<file path="src/hdl/t2i_pkg.sv">
package t2i_pkg;

   // Result status codes
   localparam logic [2:0] ST_OK     = 3'd0;
   localparam logic [2:0] ST_EMPTY  = 3'd1;
   localparam logic [2:0] ST_NODIG  = 3'd2;
   localparam logic [2:0] ST_BADDIG = 3'd3;
   localparam logic [2:0] ST_EXCEED = 3'd4;

   // Character codes
   localparam logic [7:0] CHAR_NUL     = 8'h00;
   localparam logic [7:0] CHAR_TAB     = 8'h09;
   localparam logic [7:0] CHAR_CR      = 8'h0D;
   localparam logic [7:0] CHAR_SPACE   = 8'h20;
   localparam logic [7:0] CHAR_PLUS    = 8'h2B;
   localparam logic [7:0] CHAR_MINUS   = 8'h2D;
   localparam logic [7:0] CHAR_ZERO    = 8'h30;
   localparam logic [7:0] CHAR_NINE    = 8'h39;
   localparam logic [7:0] CHAR_UPPER_A = 8'h41;
   localparam logic [7:0] CHAR_UPPER_Z = 8'h5A;
   localparam logic [7:0] CHAR_LOWER_A = 8'h61;
   localparam logic [7:0] CHAR_LOWER_B = 8'h62;
   localparam logic [7:0] CHAR_LOWER_F = 8'h66;
   localparam logic [7:0] CHAR_LOWER_X = 8'h78;
   localparam logic [7:0] CASE_BIT     = 8'h20;

   localparam int unsigned ACC_W = 128;

   typedef enum logic [1:0] {
      RADIX_2,
      RADIX_8,
      RADIX_10,
      RADIX_16
   } radix_type;

   typedef struct packed {
      logic [2:0]       err;
      logic [ACC_W-1:0] acc;
   } mac_result_type;

endpackage

</file>
<file path="src/hdl/t2i_mac.sv">
// Digit decode and accumulate: acc * radix + digit, wrapping at 128 bits.
module t2i_mac
   import t2i_pkg::*;
(
   input  logic [7:0]       char_code,
   input  radix_type        radix,
   input  logic [ACC_W-1:0] acc,
   output mac_result_type   res
);

   logic [7:0]       lc;
   logic [3:0]       digit;
   logic             is_dec;
   logic             is_hex;
   logic             exceed;
   logic [ACC_W-1:0] scaled;

   always_comb begin
      lc = (char_code inside {[CHAR_UPPER_A:CHAR_UPPER_Z]}) ? (char_code | CASE_BIT) : char_code;
      is_dec = lc inside {[CHAR_ZERO:CHAR_NINE]};
      is_hex = (radix == RADIX_16) && (lc inside {[CHAR_LOWER_A:CHAR_LOWER_F]});
      digit  = is_dec ? lc[3:0] : 4'(lc[3:0] + 4'd9);
      exceed = ((radix == RADIX_2) && (digit > 4'd1)) ||
               ((radix == RADIX_8) && (digit > 4'd7));

      case (radix)
         RADIX_2:  scaled = {acc[ACC_W-2:0], 1'b0};
         RADIX_8:  scaled = {acc[ACC_W-4:0], 3'b000};
         RADIX_16: scaled = {acc[ACC_W-5:0], 4'b0000};
         default:  scaled = {acc[ACC_W-4:0], 3'b000} + {acc[ACC_W-2:0], 1'b0};
      endcase

      res.acc = scaled + {{(ACC_W-4){1'b0}}, digit};
      if (!is_dec && !is_hex) begin
         res.err = ST_BADDIG;
      end else if (exceed) begin
         res.err = ST_EXCEED;
      end else begin
         res.err = ST_OK;
      end
   end

endmodule

</file>
<file path="src/hdl/text_to_int128_parser.sv">
// Streaming text to 128-bit integer parser. Feed one character word per cycle on req_;
// a zero word ends the string. Leading whitespace (tab..carriage return, space) is skipped,
// one '+' or '-' is taken, then the base is chosen: "0x"/"0X" hex, "0b"/"0B" binary, a '0'
// followed by a decimal digit octal, anything else decimal. Digits accumulate modulo 2^128
// and '-' gives the two's complement. Only the terminator produces a result word: status
// (0 ok, 1 empty, 2 no digits, 3 invalid digit, 4 digit exceeds base) and the value split
// into two 64-bit halves, zero whenever status is not ok. The first error is held and the
// rest of the string ignored. After the terminator the parser is back in its reset state.
// Rate: one character per cycle while req_stall is low. Each word passes an input register
// and then the state update; the terminator's result is registered in the result register,
// which drives rsp_valid. The cycle is set by the 128-bit multiply-by-radix-and-add (shifts
// and one three-input add). While a result waits on rsp_stall, further characters are still
// taken; only a following terminator holds in the input register and raises req_stall.
module text_to_int128_parser
   import t2i_pkg::*;
(
   input  logic        clock,
   input  logic        reset,
   input  logic        req_valid,
   output logic        req_stall,
   input  logic [7:0]  req_char_code,
   output logic        rsp_valid,
   input  logic        rsp_stall,
   output logic [2:0]  rsp_status,
   output logic [63:0] rsp_value_low,
   output logic [63:0] rsp_value_high
);

   typedef enum logic [2:0] {
      PH_START,
      PH_SPACE,
      PH_SIGNED,
      PH_ZERO,
      PH_PREFIX,
      PH_DIGITS
   } phase_type;

   // Input register
   logic             in_valid_ff, in_valid_in;
   logic [7:0]       char_ff;

   // Parser state
   phase_type        phase_ff, phase_in;
   radix_type        radix_ff, radix_in;
   logic             neg_ff, neg_in;
   logic [ACC_W-1:0] acc_ff, acc_in;
   logic [2:0]       err_ff, err_in;

   // Result register
   logic             rsp_valid_ff, rsp_valid_in;
   logic [2:0]       status_ff, status_in;
   logic [ACC_W-1:0] value_ff, value_in;

   logic             is_term;
   logic             is_space;
   logic             is_dec;
   logic             is_sign;
   logic             out_free;
   logic             emit;
   logic             take;
   radix_type        mac_radix;
   mac_result_type   mac_res;

   assign is_term  = (char_ff == CHAR_NUL);
   assign is_space = (char_ff == CHAR_SPACE) || (char_ff inside {[CHAR_TAB:CHAR_CR]});
   assign is_dec   = char_ff inside {[CHAR_ZERO:CHAR_NINE]};
   assign is_sign  = (char_ff == CHAR_PLUS) || (char_ff == CHAR_MINUS);

   // The result register is free when empty or being drained this cycle
   assign out_free  = !rsp_valid_ff || !rsp_stall;
   assign emit      = in_valid_ff && is_term && out_free;
   // Hold only a terminator that cannot yet reach the result register
   assign req_stall = in_valid_ff && is_term && !out_free;
   assign take      = req_valid && !req_stall;

   assign in_valid_in = req_stall ? in_valid_ff : req_valid;

   // A digit after a leading zero fixes the base here: octal for a decimal digit
   always_comb begin
      case (phase_ff)
         PH_ZERO:             mac_radix = is_dec ? RADIX_8 : RADIX_10;
         PH_PREFIX, PH_DIGITS: mac_radix = radix_ff;
         default:             mac_radix = RADIX_10;
      endcase
   end

   t2i_mac u_mac (
      .char_code (char_ff),
      .radix     (mac_radix),
      .acc       (acc_ff),
      .res       (mac_res)
   );

   always_comb begin
      phase_in  = phase_ff;
      radix_in  = radix_ff;
      neg_in    = neg_ff;
      acc_in    = acc_ff;
      err_in    = err_ff;
      status_in = status_ff;
      value_in  = value_ff;

      if (emit) begin
         // Settle the status, then drop back to the reset state
         if (err_ff != ST_OK) begin
            status_in = err_ff;
         end else begin
            case (phase_ff)
               PH_START:          status_in = ST_EMPTY;
               PH_ZERO, PH_DIGITS: status_in = ST_OK;
               default:           status_in = ST_NODIG;
            endcase
         end
         if (status_in != ST_OK) begin
            value_in = '0;
         end else if (neg_ff) begin
            value_in = ~acc_ff + {{(ACC_W-1){1'b0}}, 1'b1};
         end else begin
            value_in = acc_ff;
         end
         phase_in = PH_START;
         radix_in = RADIX_10;
         neg_in   = 1'b0;
         acc_in   = '0;
         err_in   = ST_OK;
      end else if (in_valid_ff && !is_term && (err_ff == ST_OK)) begin
         case (phase_ff)
            PH_START, PH_SPACE, PH_SIGNED: begin
               if (phase_ff != PH_SIGNED && is_space) begin
                  phase_in = PH_SPACE;
               end else if (phase_ff != PH_SIGNED && is_sign) begin
                  neg_in   = (char_ff == CHAR_MINUS);
                  phase_in = PH_SIGNED;
               end else if (char_ff == CHAR_ZERO) begin
                  phase_in = PH_ZERO;
               end else begin
                  radix_in = RADIX_10;
                  phase_in = PH_DIGITS;
               end
            end
            PH_ZERO: begin
               if ((char_ff | CASE_BIT) == CHAR_LOWER_X) begin
                  radix_in = RADIX_16;
                  phase_in = PH_PREFIX;
               end else if ((char_ff | CASE_BIT) == CHAR_LOWER_B) begin
                  radix_in = RADIX_2;
                  phase_in = PH_PREFIX;
               end else begin
                  radix_in = mac_radix;
                  phase_in = PH_DIGITS;
               end
            end
            default: begin
               phase_in = PH_DIGITS;
            end
         endcase

         // Accumulate or latch the first error when this word goes to the digit phase
         if (phase_in == PH_DIGITS) begin
            if (mac_res.err != ST_OK) begin
               err_in = mac_res.err;
            end else begin
               acc_in = mac_res.acc;
            end
         end
      end
   end

   assign rsp_valid_in = emit || (rsp_valid_ff && rsp_stall);

   always_ff @(posedge clock) begin
      if (reset) begin
         in_valid_ff  <= 1'b0;
         phase_ff     <= PH_START;
         radix_ff     <= RADIX_10;
         neg_ff       <= 1'b0;
         acc_ff       <= '0;
         err_ff       <= ST_OK;
         rsp_valid_ff <= 1'b0;
      end else begin
         in_valid_ff  <= in_valid_in;
         phase_ff     <= phase_in;
         radix_ff     <= radix_in;
         neg_ff       <= neg_in;
         acc_ff       <= acc_in;
         err_ff       <= err_in;
         rsp_valid_ff <= rsp_valid_in;
      end
   end

   // Payload registers: load on take / emit, otherwise hold
   always_ff @(posedge clock) begin
      if (take) begin
         char_ff <= req_char_code;
      end
      status_ff <= status_in;
      value_ff  <= value_in;
   end

   assign rsp_valid      = rsp_valid_ff;
   assign rsp_status     = status_ff;
   assign rsp_value_low  = value_ff[63:0];
   assign rsp_value_high = value_ff[ACC_W-1:64];

endmodule

</file>
<file path="config.mk">
export PLATFORM = sky130hd
export DESIGN_NAME = text_to_int128_parser
export DESIGN_NICKNAME = d
export VERILOG_FILES = /design/src/hdl/t2i_pkg.sv /design/src/hdl/t2i_mac.sv /design/src/hdl/text_to_int128_parser.sv
export SDC_FILE = /design/constraint.sdc
export NUM_CORES = 1
export LEC_CHECK = 0
export ABC_AREA = 0
export BUFFER_PORTS_ARGS = -buffer_cell sky130_fd_sc_hd__buf_2
export CAP_MARGIN = 10
export CORE_ASPECT_RATIO = 0.5
export CORE_MARGIN = 2
export CORE_UTILIZATION = 35
export CTS_BUF_LIST = sky130_fd_sc_hd__clkbuf_4 sky130_fd_sc_hd__clkbuf_8
export DETAILED_ROUTE_END_ITERATION = 12
export GPL_ROUTABILITY_DRIVEN = 0
export PLACE_DENSITY = 0.56
export SLEW_MARGIN = 40
export SYNTH_ARGS = -nofsm -noshare
export SYNTH_HDL_FRONTEND = slang
export SYNTH_SLANG_ARGS = --single-unit
</file>
<file path="constraint.sdc">
create_clock -name clock -period 24.8 [get_ports clock]
set_clock_uncertainty 0.1 [all_clocks]
set_input_delay 4.96 -clock clock [delete_from_list [all_inputs] [get_ports clock]]
set_output_delay 4.96 -clock clock [all_outputs]
set_load 0.05 [all_outputs]
</file>
==> reports/results.txt <==
Run status: complete, no violations
Hold-fix buffers at CTS: 0
Pint: 0.759 mW
CTS-repair resized insts: 0
Cell type of the slowest stage on the worst timing path: sky130_fd_sc_hd__buf_2
Highest clock rate: 93.8 MHz
Number of remaining DRC errors: 0
Met3 usage: 7.10%
CORE AREA: 86200 um2
Slew headroom: 37.0%
Final Power: 1.03 mW
Sequential element share of the synthesized area: 22.8%
Number of search-and-repair iterations in the first detailed-routing pass: 8
Number of synthesized register bits: 277
Vias per cell: 6.30
Area of the mapped netlist: 30500 um2
Total number of nets in the final design: 4346
Vias in the first global route: 30937
Crit path required time: 19.74 ns
First-pass GRT wire length: 187000 um
Combinational group share of total power: 6.3%
Layout cells sized above 1: 9.04%
Cell repeated most along the worst path: sky130_fd_sc_hd__buf_2
Sequential group share of total power: 47.0%
I/O Pins: 145
Main synth FF type: sky130_fd_sc_hd__edfxtp_1
MaxCap Viol Count: 0
GRT met1 Usage: 35.9%
Grt ovf: 0
Leakage power of the design: 10.9 nW
Hold violation total from the final report: 0
Unrepaired setup endpoints after global routing: no
Clk network pwr share: 46.7%
Clock insertion delay at the later pin of the skew report: 0.72 ns
Power density of the placed cells: 31.4 nW/um2
Routing usage on met2: 40.2%
Clock Pin Slew Worst Setup and Hold Paths: 0.07 ns
Pins Over Slew Limit: 0
Number of instances in the synthesized netlist: 4283
Pin slew with the least headroom to its limit: 0.938 ns
Number of setup buffers added after CTS: 0
Final WL: 126000 um
Proportion of total power due to net switching: 26.6%
Width of the die: 421 um
CTS tree: yes
Antenna viol nets, final: 0
Sw Pwr: 0.275 mW
Routed WL per cell: 23.3 um
Gr usage total: 26.7%
Fraction of registers with async set/reset: 0%
Type of the most critical hold path: reg2reg
Final instance area: 33000 um2
Maximum resistive drop on vdd: 0.0000268 V
Starting density of the core: 35.4%
Element type at the critical path end: output port
Min cycle time layout: 10.66 ns
Area after detailed placement: 31800 um2
Most Crowded Layer GR: met2
Number of enable-type register cells in the synthesized netlist: 139
Final-layout setup total negative slack: 0 ns
Clock Root Buffer: sky130_fd_sc_hd__clkbuf_8
Number of DRC violations after detailed-routing iteration 0: 4073
Setup violations, final: 0
Period utilisation layout: 43.0%
WHS: 0.380 ns
Die extent in y: 213 um
Input/output buffers: 144
Yosys warning count: 0
Signal arrival time at the worst endpoint: 5.60 ns
Initial antenna violation count: 1
Longest individual stage delay on the worst path: 0.30 ns
Number of fill cells: 9168
Worst setup SP type: primary input
Die Area: 89600 um2
Worst path cell trace: buf_2, nand2_1, nor2_1, buf_2
Total nets after synthesis: 4430
H-tree depth reported by CTS: 2
Critical path class: in2out
Layout-stage area growth over the synthesis result: 8.21%
Number of buffers on the longest clock path: 3
Clock sink total: 277
Number of placement rows: 76
Largest net degree at the start of global routing: 125
Number of buffers inserted during clock tree synthesis: 46
Synth unique cells: 106
Average cell area after synthesis: 7.12 um2
HPWL after detailed placement: 96400 um
Largest fanout of any net on the critical path: 3
Total via count in the routed design: 34074
-- power groups by stage --
stage | clock (mW) | sequential (mW) | combinational (mW)
6_report | 0.483 | 0.486 | 0.0652
2_1_floorplan | 0 | 0.493 | 0.0461
4_1_cts | 0.495 | 0.486 | 0.0641
3_5_place_dp | 0 | 0.496 | 0.0639
5_1_grt | 0.515 | 0.486 | 0.0714
3_3_place_gp | 0 | 0.495 | 0.0626
-- final timing paths --
check,from,end,slack (ns),cells after the start
setup reg to reg,char_ff[0]$_DFFE_PP_,acc_ff[95]$_SDFFE_PP0P_,17.58,22
hold reg to reg,acc_ff[127]$_SDFFE_PP0P_,acc_ff[127]$_SDFFE_PP0P_,0.38,2
hold / removal,acc_ff[127]$_SDFFE_PP0P_,acc_ff[127]$_SDFFE_PP0P_,0.38,2
setup / recovery,rsp_stall,req_stall,14.14,4
-- layout by cell type (no fill, tap or decap), drive strengths merged, types with 39 or more instances in the layout --
cell type / synthesis / final
a21oi: 378 / 378
xor2: 198 / 198
dfxtp: 138 / 138
mux2i: 45 / 45
nor4: 51 / 51
o21ai: 327 / 327
a21o: 39 / 39
nand3: 131 / 131
o31ai: 61 / 61
o211ai: 49 / 49
nand2: 613 / 613
nor2: 504 / 504
a31oi: 70 / 70
buf: 79 / 185
or3: 75 / 75
ha: 133 / 133
clkbuf: 239 / 70
and3: 39 / 39
nand4: 122 / 122
edfxtp: 139 / 139
a211oi: 70 / 70
nor3: 121 / 121
inv: 47 / 49
xnor2: 100 / 100
-- state kept, by name (all words and copies together) (netlist names) --
register / flops
radix_ff: 2
neg_ff: 1
value_ff: 128
phase_ff: 3
rsp_status: 3
acc_ff: 128
in_valid_ff: 1
err_ff: 2
char_ff: 8
rsp_valid: 1
-- worst max-delay path, delay by kind of cell --
family	cells	cell delay, ns
buffers and inverters	2	0.41
AND/OR/NAND/NOR	2	0.24
-- synth_stat cells, types with 72 or more instances --
master / n / share of area (%)
sky130_fd_sc_hd__nand2_1: 613 / 7.5
sky130_fd_sc_hd__nor2_1: 503 / 6.2
sky130_fd_sc_hd__a21oi_1: 377 / 6.2
sky130_fd_sc_hd__o21ai_0: 322 / 5.3
sky130_fd_sc_hd__clkbuf_1: 238 / 2.9
sky130_fd_sc_hd__xor2_1: 198 / 5.7
sky130_fd_sc_hd__edfxtp_1: 139 / 14
sky130_fd_sc_hd__dfxtp_1: 138 / 9.1
sky130_fd_sc_hd__ha_1: 133 / 5.5
sky130_fd_sc_hd__nand3_1: 130 / 2.1
sky130_fd_sc_hd__nand4_1: 121 / 2.5
sky130_fd_sc_hd__nor3_1: 117 / 1.9
sky130_fd_sc_hd__xnor2_1: 100 / 2.9
sky130_fd_sc_hd__or3_1: 72 / 1.5
-- logic make-up (layout without fill, tap and decap cells) --
group	after synthesis	after routing	share of synthesized area [%]
fa+ha+maj	135	135	5.59
compound gates	1300	1300	27.2
mux	54	54	1.81
simple gates	1854	1854	29.2
xor+xnor	298	298	8.56
other cells	0	1	0
buf+inv	365	318	4.90
flops	277	277	22.8
-- area by class of cell --
cell class                      count  area (um2)  area share, %
Multi-Input combinational cell   3641       22200           67.4
Sequential cell                   277        6940           21.0
Tap cell                         1170        1460           4.44
Timing Repair Buffer              186        1100           3.32
Clock buffer                       69         868           2.63
Clock inverter                     16         191          0.580
Inverter                           47         176          0.535
Antenna cell                        1        2.50        0.00759
-- routing by layer --
layer / up-vias / share of wire (%)
met1: 16181 / 42
met4: 0 / 4.7
met3: 327 / 11
met5: - / 0
met2: 1858 / 42
li1: 15708 / -
-- through the flow --
stage | utilization, % | setup WS, ns | instances
floorplan | - | 11.64 | 4283
detailed placement | 37.0 | 14.13 | 5319
global placement | 36.9 | 14.11 | 5318
global route | 38.3 | 14.04 | 5406
finish | 38.3 | 14.14 | 5407
CTS | 38.2 | 14.13 | 5404
No activity file was read; power rests on OpenSTA's default activity.
